<file path="config.mk">
export PLATFORM = sky130hd
export DESIGN_NAME = ibus_frame_receiver
export DESIGN_NICKNAME = d
export VERILOG_FILES = /design/src/rtl/ibfr_pkg.sv /design/src/rtl/ibus_frame_receiver.sv /design/src/rtl/ibfr_chan_ram.sv /design/src/rtl/ibfr_parser.sv /design/src/rtl/ibfr_emitter.sv
export SDC_FILE = /design/constraint.sdc
export NUM_CORES = 1
export LEC_CHECK = 0
export BUFFER_PORTS_ARGS = -buffer_cell sky130_fd_sc_hd__clkbuf_2
export CELL_PAD_IN_SITES_DETAIL_PLACEMENT = 1
export CELL_PAD_IN_SITES_GLOBAL_PLACEMENT = 2
export CORE_AREA = 2 2 180 182
export DETAILED_ROUTE_END_ITERATION = 8
export DIE_AREA = 0 0 182 184
export PLACE_DENSITY_LB_ADDON = 0.15
export SLEW_MARGIN = 20
export SYNTH_ARGS = -nofsm -noshare
export SYNTH_HDL_FRONTEND = slang
export SYNTH_SLANG_ARGS = --single-unit
</file>
<file path="constraint.sdc">
create_clock -name i_clk -period 6.47 [get_ports i_clk]
set_input_delay 0.9705 -clock i_clk [delete_from_list [all_inputs] [get_ports i_clk]]
set_output_delay 0.9705 -clock i_clk [all_outputs]
set_load 0.005 [all_outputs]
</file>
<file path="src/rtl/ibfr_pkg.sv">
// ibfr_pkg: constants, types and state encoding for the iBus frame receiver.
// No dependencies; all rtl files but ibfr_chan_ram refer to it by scoped names.
package ibfr_pkg;

    // Frame layout: header 0x20 0x40, fourteen LE words, LE checksum.
    localparam int unsigned FRAME_WORDS    = 14;
    localparam int unsigned CHANNELS       = 14;
    localparam int unsigned FRAME_AW       = $clog2(FRAME_WORDS);
    localparam int unsigned POS_W          = 5;
    localparam int unsigned IDX_W          = 4;

    localparam logic [7:0]  HDR_LEN_BYTE   = 8'h20;
    localparam logic [7:0]  HDR_CMD_BYTE   = 8'h40;
    localparam logic [16:0] SUM_TARGET     = 17'h0_FFFF;

    localparam logic [POS_W-1:0] POS_HUNT       = POS_W'(0);
    localparam logic [POS_W-1:0] POS_GOT_LEN    = POS_W'(1);
    localparam logic [POS_W-1:0] POS_FIRST_DATA = POS_W'(2);
    localparam logic [POS_W-1:0] POS_CSUM_LO    = POS_W'(2 + 2 * FRAME_WORDS);

    localparam logic [IDX_W-1:0] LAST_INDEX     = IDX_W'(CHANNELS - 1);

    // Write request from the parser to the channel store.
    typedef struct packed {
        logic                en;
        logic [FRAME_AW-1:0] addr;
        logic [15:0]         data;
    } t_wr_req;

    typedef enum logic [1:0] {
        ST_IDLE,
        ST_EMIT_RD,
        ST_EMIT_LD
    } t_emit_state;

endpackage

</file>
<file path="src/rtl/ibus_frame_receiver.sv">
// ibus_frame_receiver: streaming parser for 14-channel iBus RC frames.
// Depends on ibfr_pkg, ibfr_chan_ram, ibfr_parser and ibfr_emitter.
//
//   channel | direction | handshake        | payload
//   --------+-----------+------------------+--------------------------------------
//   rx      | in        | i_valid/o_stall  | i_rx_byte
//   result  | out       | o_valid/i_stall  | o_channel_index, o_channel_value,
//           |           |                  | o_last_channel
//
// Flow: each received word is taken while i_valid is high and o_stall is low; the
// parser works on it in that same cycle. A frame whose checksum holds is read
// back from the channel store word by word, each word with one store read and
// then one output load; stalls on the result side hold the burst.
// Stalls: o_stall is high for the whole burst, driven by the emitter's busy state.
// Reset: synchronous, active low; the parser returns to header hunting and the
// output register is emptied. The channel store is not cleared.
module ibus_frame_receiver (
    input  logic                       i_clk,
    input  logic                       i_rst_n,
    input  logic                       i_valid,
    output logic                       o_stall,
    input  logic [7:0]                 i_rx_byte,
    output logic                       o_valid,
    input  logic                       i_stall,
    output logic [ibfr_pkg::IDX_W-1:0] o_channel_index,
    output logic [15:0]                o_channel_value,
    output logic                       o_last_channel
);

    ibfr_pkg::t_wr_req              wr;
    logic                           frame_ok;
    logic                           busy;
    logic                           rd_en;
    logic [ibfr_pkg::FRAME_AW-1:0]  rd_addr;
    logic [15:0]                    rd_data;
    logic                           in_accept;

    // Hold the input off while a frame's channel words are being drained.
    assign o_stall   = busy;
    assign in_accept = i_valid && !busy;

    ibfr_parser u_parser (
        .i_clk      (i_clk),
        .i_rst_n    (i_rst_n),
        .i_accept   (in_accept),
        .i_rx_byte  (i_rx_byte),
        .o_wr       (wr),
        .o_frame_ok (frame_ok)
    );

    // Channel words of the frame in progress; written by the parser, read back
    // by the emitter only after the checksum byte, so accesses never overlap.
    ibfr_chan_ram #(
        .DEPTH (ibfr_pkg::FRAME_WORDS),
        .WIDTH (16)
    ) u_store (
        .i_clk     (i_clk),
        .i_wr_en   (wr.en),
        .i_wr_addr (wr.addr),
        .i_wr_data (wr.data),
        .i_rd_en   (rd_en),
        .i_rd_addr (rd_addr),
        .o_rd_data (rd_data)
    );

    ibfr_emitter u_emitter (
        .i_clk           (i_clk),
        .i_rst_n         (i_rst_n),
        .i_frame_ok      (frame_ok),
        .i_out_stall     (i_stall),
        .i_rd_data       (rd_data),
        .o_rd_en         (rd_en),
        .o_rd_addr       (rd_addr),
        .o_busy          (busy),
        .o_valid         (o_valid),
        .o_channel_index (o_channel_index),
        .o_channel_value (o_channel_value),
        .o_last_channel  (o_last_channel)
    );

endmodule

</file>
<file path="src/rtl/ibfr_chan_ram.sv">
// ibfr_chan_ram: generic single-port-write, single-port-read synchronous RAM.
// Read data is registered. No dependencies.
module ibfr_chan_ram #(
    parameter int unsigned DEPTH = 14,
    parameter int unsigned WIDTH = 16,
    parameter int unsigned AW    = $clog2(DEPTH)
) (
    input  logic             i_clk,
    input  logic             i_wr_en,
    input  logic [AW-1:0]    i_wr_addr,
    input  logic [WIDTH-1:0] i_wr_data,
    input  logic             i_rd_en,
    input  logic [AW-1:0]    i_rd_addr,
    output logic [WIDTH-1:0] o_rd_data
);

    logic [WIDTH-1:0] r_mem [DEPTH];
    logic [WIDTH-1:0] r_rd_data;

    always_ff @(posedge i_clk) begin
        if (i_wr_en) begin
            r_mem[i_wr_addr] <= i_wr_data;
        end
    end

    always_ff @(posedge i_clk) begin
        if (i_rd_en) begin
            r_rd_data <= r_mem[i_rd_addr];
        end
    end

    assign o_rd_data = r_rd_data;

endmodule

</file>
<file path="src/rtl/ibfr_parser.sv">
// ibfr_parser: header hunt, byte sum, word assembly and checksum test.
// Depends on ibfr_pkg; drives the channel store write port.
module ibfr_parser (
    input  logic                i_clk,
    input  logic                i_rst_n,
    input  logic                i_accept,
    input  logic [7:0]          i_rx_byte,
    output ibfr_pkg::t_wr_req   o_wr,
    output logic                o_frame_ok
);

    logic [ibfr_pkg::POS_W-1:0] r_pos;
    logic [ibfr_pkg::POS_W-1:0] n_pos;
    logic [15:0]                r_sum;
    logic [15:0]                n_sum;
    logic [7:0]                 r_held;
    logic [7:0]                 n_held;
    logic [ibfr_pkg::POS_W-1:0] off;
    logic [16:0]                total;

    always_ff @(posedge i_clk) begin
        if (!i_rst_n) begin
            r_pos  <= ibfr_pkg::POS_HUNT;
            r_sum  <= '0;
            r_held <= '0;
        end else begin
            r_pos  <= n_pos;
            r_sum  <= n_sum;
            r_held <= n_held;
        end
    end

    assign off   = r_pos - ibfr_pkg::POS_FIRST_DATA;
    assign total = {1'b0, r_sum} + {1'b0, i_rx_byte, r_held};

    always_comb begin
        n_pos      = r_pos;
        n_sum      = r_sum;
        n_held     = r_held;
        o_wr.en    = 1'b0;
        o_wr.addr  = off[ibfr_pkg::FRAME_AW:1];
        o_wr.data  = {i_rx_byte, r_held};
        o_frame_ok = 1'b0;
        if (i_accept) begin
            if (r_pos == ibfr_pkg::POS_HUNT) begin
                if (i_rx_byte == ibfr_pkg::HDR_LEN_BYTE) begin
                    n_pos = ibfr_pkg::POS_GOT_LEN;
                end
            end else if (r_pos == ibfr_pkg::POS_GOT_LEN) begin
                if (i_rx_byte == ibfr_pkg::HDR_CMD_BYTE) begin
                    n_sum = 16'({8'h00, ibfr_pkg::HDR_LEN_BYTE})
                          + 16'({8'h00, ibfr_pkg::HDR_CMD_BYTE});
                    n_pos = ibfr_pkg::POS_FIRST_DATA;
                end else if (i_rx_byte == ibfr_pkg::HDR_LEN_BYTE) begin
                    n_pos = ibfr_pkg::POS_GOT_LEN;
                end else begin
                    n_pos = ibfr_pkg::POS_HUNT;
                end
            end else if (r_pos < ibfr_pkg::POS_CSUM_LO) begin
                n_sum = r_sum + {8'h00, i_rx_byte};
                if (!off[0]) begin
                    n_held = i_rx_byte;
                end else begin
                    o_wr.en = 1'b1;
                end
                n_pos = r_pos + ibfr_pkg::POS_W'(1);
            end else if (r_pos == ibfr_pkg::POS_CSUM_LO) begin
                n_held = i_rx_byte;
                n_pos  = r_pos + ibfr_pkg::POS_W'(1);
            end else begin
                // checksum high byte: sum plus checksum must hit 0xFFFF exactly
                o_frame_ok = (total == ibfr_pkg::SUM_TARGET);
                n_pos      = ibfr_pkg::POS_HUNT;
            end
        end
    end

endmodule

</file>
<file path="src/rtl/ibfr_emitter.sv">
// ibfr_emitter: reads the channel store word by word into the output register.
// Depends on ibfr_pkg; drives the store read port and the result channel.
module ibfr_emitter (
    input  logic                          i_clk,
    input  logic                          i_rst_n,
    input  logic                          i_frame_ok,
    input  logic                          i_out_stall,
    input  logic [15:0]                   i_rd_data,
    output logic                          o_rd_en,
    output logic [ibfr_pkg::FRAME_AW-1:0] o_rd_addr,
    output logic                          o_busy,
    output logic                          o_valid,
    output logic [ibfr_pkg::IDX_W-1:0]    o_channel_index,
    output logic [15:0]                   o_channel_value,
    output logic                          o_last_channel
);

    ibfr_pkg::t_emit_state          r_state;
    ibfr_pkg::t_emit_state          n_state;
    logic [ibfr_pkg::IDX_W-1:0]     r_idx;
    logic [ibfr_pkg::IDX_W-1:0]     n_idx;
    logic                           r_valid;
    logic                           n_valid;
    logic [ibfr_pkg::IDX_W-1:0]     r_index;
    logic [ibfr_pkg::IDX_W-1:0]     n_index;
    logic [15:0]                    r_value;
    logic [15:0]                    n_value;
    logic                           r_last;
    logic                           n_last;
    logic                           out_free;

    always_ff @(posedge i_clk) begin
        if (!i_rst_n) begin
            r_state <= ibfr_pkg::ST_IDLE;
            r_valid <= 1'b0;
            r_idx   <= '0;
        end else begin
            r_state <= n_state;
            r_valid <= n_valid;
            r_idx   <= n_idx;
        end
    end

    always_ff @(posedge i_clk) begin
        r_index <= n_index;
        r_value <= n_value;
        r_last  <= n_last;
    end

    assign out_free = !r_valid || !i_out_stall;

    always_comb begin
        n_state   = r_state;
        n_idx     = r_idx;
        n_valid   = r_valid && i_out_stall;
        n_index   = r_index;
        n_value   = r_value;
        n_last    = r_last;
        o_rd_en   = 1'b0;
        o_rd_addr = r_idx[ibfr_pkg::FRAME_AW-1:0];
        case (r_state)
            ibfr_pkg::ST_IDLE: begin
                n_idx = '0;
                if (i_frame_ok) begin
                    n_state = ibfr_pkg::ST_EMIT_RD;
                end
            end
            ibfr_pkg::ST_EMIT_RD: begin
                // issue the read only once the output register will be empty
                if (out_free) begin
                    o_rd_en = 1'b1;
                    n_state = ibfr_pkg::ST_EMIT_LD;
                end
            end
            ibfr_pkg::ST_EMIT_LD: begin
                n_valid = 1'b1;
                n_index = r_idx;
                n_value = i_rd_data;
                n_last  = (r_idx == ibfr_pkg::LAST_INDEX);
                if (r_idx == ibfr_pkg::LAST_INDEX) begin
                    n_state = ibfr_pkg::ST_IDLE;
                end else begin
                    n_idx   = r_idx + ibfr_pkg::IDX_W'(1);
                    n_state = ibfr_pkg::ST_EMIT_RD;
                end
            end
            default: begin
                n_state = ibfr_pkg::ST_IDLE;
            end
        endcase
    end

    assign o_busy          = (r_state != ibfr_pkg::ST_IDLE);
    assign o_valid         = r_valid;
    assign o_channel_index = r_index;
    assign o_channel_value = r_value;
    assign o_last_channel  = r_last;

endmodule

</file>
==> results by group <==
Status
  • Status: complete, no violations

STA
  • Final Hold Fails: 0
  • Final Max Tran Viols: 0
  • Unrepaired setup endpoints after global routing: no
  • Setup violators final: 0
  • Worst rel slew slack: 31.1%
  • WHS: 0.420 ns
  • Max frequency: 280 MHz
  • Setup_tns: 0 ns
  • Final Cycle Share: 55.3%
  • Fin crit period: roughly 3.6 ns
  • Max Clock Skew: between 0.01 and 0.015 ns
  • Least-Margin Pin Slew: 1.03 ns

Global routing
  • All-Layer GR Usage: 18.8%
  • Global route overflow: 0
  • First-pass GRT wire length: roughly 46000 µm
  • Largest net degree at the start of global routing: 55
  • Initial antenna violation count: 0
  • Number of global-route vias before repair: 7366

Drt
  • Drt wl/cell: between 20 and 30 µm
  • Vias: 6653
  • DRT antenna net count: 0
  • # DRC: 0
  • Pre-Repair DR Iteration Count: 4
  • Via density: approximately 5.5
  • Drt initial violations: 409
  • WL final: 30800 µm

Worst setup path
  • CP max stage cell: a21boi_0
  • Worst-path maximum fanout: 16
  • Crit path required time: approximately 6.9 ns
  • RR Endpoint: u_emitter.r_state[0]
  • Crit. path cell count: 11
  • Crit path max-delay family: compound AO/OA/AOI/OAI gates
  • Crit end category: flip-flop
  • Reg-to-Reg Start: u_parser.r_held[0]
  • CP bufs+invs: 1
  • R2R Setup Slk: just under 3 ns
  • Worst setup SP type: flip-flop
  • Largest stage delay, worst path: 0.71 ns
  • Crit path DAT: approximately 4.0 ns
  • Kind of critical path: flip-flop to flip-flop
  • Crit-path cells: ha_1, inv_1, fa_1, nor2b_1, o211ai_1, a21boi_0, o2111ai_1, a21oi_1, nor2_1, xor2_1, o41ai_1
  • Worst R2R Path Depth: 11
  • Critical Path Source: u_parser.r_held[0]
  • Crit path capture: u_emitter.r_state[0]

Logic synthesis
  • Mapped Area: 12400 µm²
  • Post-synth top area cell: edfxtp_1
  • Avg Inst Size Synth: between 15 and 20 µm²
  • Cell variety after synth: 55
  • Syn_nets: 765
  • Synth top area cells: edfxtp_1 63%, mux4_2 12%, dfxtp_1 5.8%
  • Warnings from Yosys: 0
  • Area share of the largest cell type after synthesis: 63.1%
  • Synth Instances: 721
  • Sequential element share of the synthesized area: 68.9%
  • Async set-reset flop share out of synthesis: 0%
  • Synth Register Bits: a little under 300
  • Post-synth EDFFs: 261
  • Ys flop type: edfxtp_1

Clock network
  • Hold_buf cts: 0
  • CTS buffer count: 31
  • Clk pin slew, worst setup/hold paths: 0.06 ns
  • Setup Fix Bufs, Post-CTS: 0
  • CTS HTree Levels: 1
  • Clock latency at the later pin of the worst-skew pair: 0.56 ns
  • CTS Buffer Depth: 3
  • CTS tree: built
  • Sink Count: slightly below 300
  • CTS root buf: clkbuf_16
  • Post_cts resized: 0

Power and ir drop
  • Comb pwr share: 1.2%
  • Clock Power Share: 48.0%
  • Pint: 3.28 mW
  • Maximum vdd drop: 176 µV
  • PwrDens: 284 nW/µm²
  • Leakage: 4.55 nW
  • Net Sw Power: 0.782 mW
  • Seq pwr share: 50.9%
  • Switching Share: 19.2%

Finish
  • Sequential Area: between 8000 and 9000 µm²
  • Post-Layout Inst Area: between 10000 and 15000 µm²
  • Fraction of layout cells with a size suffix above 1: 24.9%
  • Final Non-Filler Cells: 1206
  • P&R area growth vs syn: 15.1%
  • Most frequent cells in the layout: 261 x edfxtp_1, 64 x mux4_2, 45 x nor2_1
  • Ant. Diodes: 0
  • Multi-input logic area: ~3700 µm²
  • FILL cells: 2987
  • Layout net count: slightly above 800
  • Final Util: a little under half
  • Commonest non-fill, non-tap cell in the layout: edfxtp_1

Place
  • IO Port Bufs: 34
  • Placed instance area: 13200 µm²
  • GPL Wtd Cong: 0.802
  • HPWL Detailed: 18800 µm
  • Inst Count DP: 1148

Floorplanning
  • Die Wd: 182 µm
  • Core area: 31400 µm²
  • Row cnt: 65
  • Initial Util: 39.6%
  • Die height: between 150 and 200 µm
  • Io pins: 35
  • Die ar.: 33500 µm²

Worst hold path
  • Hold WC Path Type: flip-flop to flip-flop

Run
  • Max Cap Violations: 0
synthesized netlist by cell type (4+ instances only):
cell type / instances
edfxtp_1: 261
mux4_2: 64
nor2_1: 45
dfxtp_1: 36
ha_1: 30
nand2_1: 23
nor2b_1: 20
a21oi_1: 19
clkbuf_1: 17
mux2_2: 17
nor3_1: 16
o21ai_0: 16
inv_1: 15
xnor2_1: 14
nand4_1: 10
xor2_1: 9
a21o_1: 7
a22oi_1: 7
buf_1: 7
mux2i_1: 7
nand2b_1: 5
nand3_1: 5
o21a_1: 5
or3_1: 5
a211oi_1: 4
and2_1: 4
and3_1: 4
o21bai_1: 4
power by group through the flow:
stage,logic (mW),registers [mW],clock network [mW]
after floorplan,0.0218,2.11,0
after global placement,0.0458,2.11,0
after detailed placement,0.0482,2.11,0
after CTS,0.0482,2.06,1.99
after global routing,0.0527,2.06,2.06
final,0.0471,2.07,1.95
metal layers:
| layer | routed length [µm] | track usage [%] |
|---|---|---|
| met1 | 13200 | 24.0 |
| met2 | 15600 | 33.6 |
| met3 | 1050 | 2.40 |
| met4 | 875 | 5.81 |
| met5 | 0 | 0 |
flip-flops by register name (all words and copies together) (netlist names):
signal	flops
u_store.r_mem	224
u_emitter.o_channel_value	16
u_parser.r_sum	16
u_store.o_rd_data	16
u_parser.r_held	8
u_parser.r_pos	5
u_emitter.o_channel_index	4
u_emitter.o_rd_addr	4
u_emitter.r_state	2
u_emitter.o_last_channel	1
u_emitter.o_valid	1
cells by family (layout without fill, tap and decap cells):
kind of cell	count (synthesis)	count (layout)	share of synthesized area, %
compound gates	87	87	4.86
xor+xnor	23	23	1.62
fa+ha+maj	32	32	3.34
buf+inv	43	126	1.39
flops	297	297	68.9
mux	88	88	13.7
simple gates	151	151	6.18
metrics by stage:
stage | power [mW] | setup slack (ns)
4_1_cts | 4.11 | 2.95
3_5_place_dp | 2.15 | 2.72
3_3_place_gp | 2.15 | 2.76
2_1_floorplan | 2.13 | 2.89
5_1_grt | 4.18 | 2.56
6_report | 4.06 | 2.89
worst min path at each step:
stage                     startpoint                            end  slack (ns)  cells past startpoint
3_5_place_dp   u_store.o_rd_data[10]  u_emitter.o_channel_value[10]        0.41                      0
4_1_cts        u_store.o_rd_data[10]  u_emitter.o_channel_value[10]        0.42                      0
2_1_floorplan   u_store.o_rd_data[0]   u_emitter.o_channel_value[0]        0.40                      0
3_3_place_gp    u_store.o_rd_data[1]   u_emitter.o_channel_value[1]        0.40                      0
5_1_grt         u_store.o_rd_data[2]   u_emitter.o_channel_value[2]        0.43                      0
6_report       u_store.o_rd_data[14]  u_emitter.o_channel_value[14]        0.42                      0
final cells by class:
| type | count | share of cell area [%] |
|---|---|---|
| flip-flops and latches | 297 | 59.9 |
| multi-input cells | 381 | 26.1 |
| clock buffers | 34 | 5.51 |
| well taps | 402 | 3.52 |
| clock inverters | 24 | 2.40 |
| repair buffers | 53 | 2.19 |
| inverters | 15 | 0.394 |
worst register-to-register path, cell delays in order, from the launching register on:
cell       delay, ns
dfxtp_1         0.70
ha_1            0.31
inv_1           0.07
fa_1            0.41
nor2b_1         0.17
o211ai_1        0.11
a21boi_0        0.71
o2111ai_1       0.26
a21oi_1         0.20
nor2_1          0.07
xor2_1          0.14
o41ai_1         0.33
Note: power is estimated with default switching activity, not from simulation.
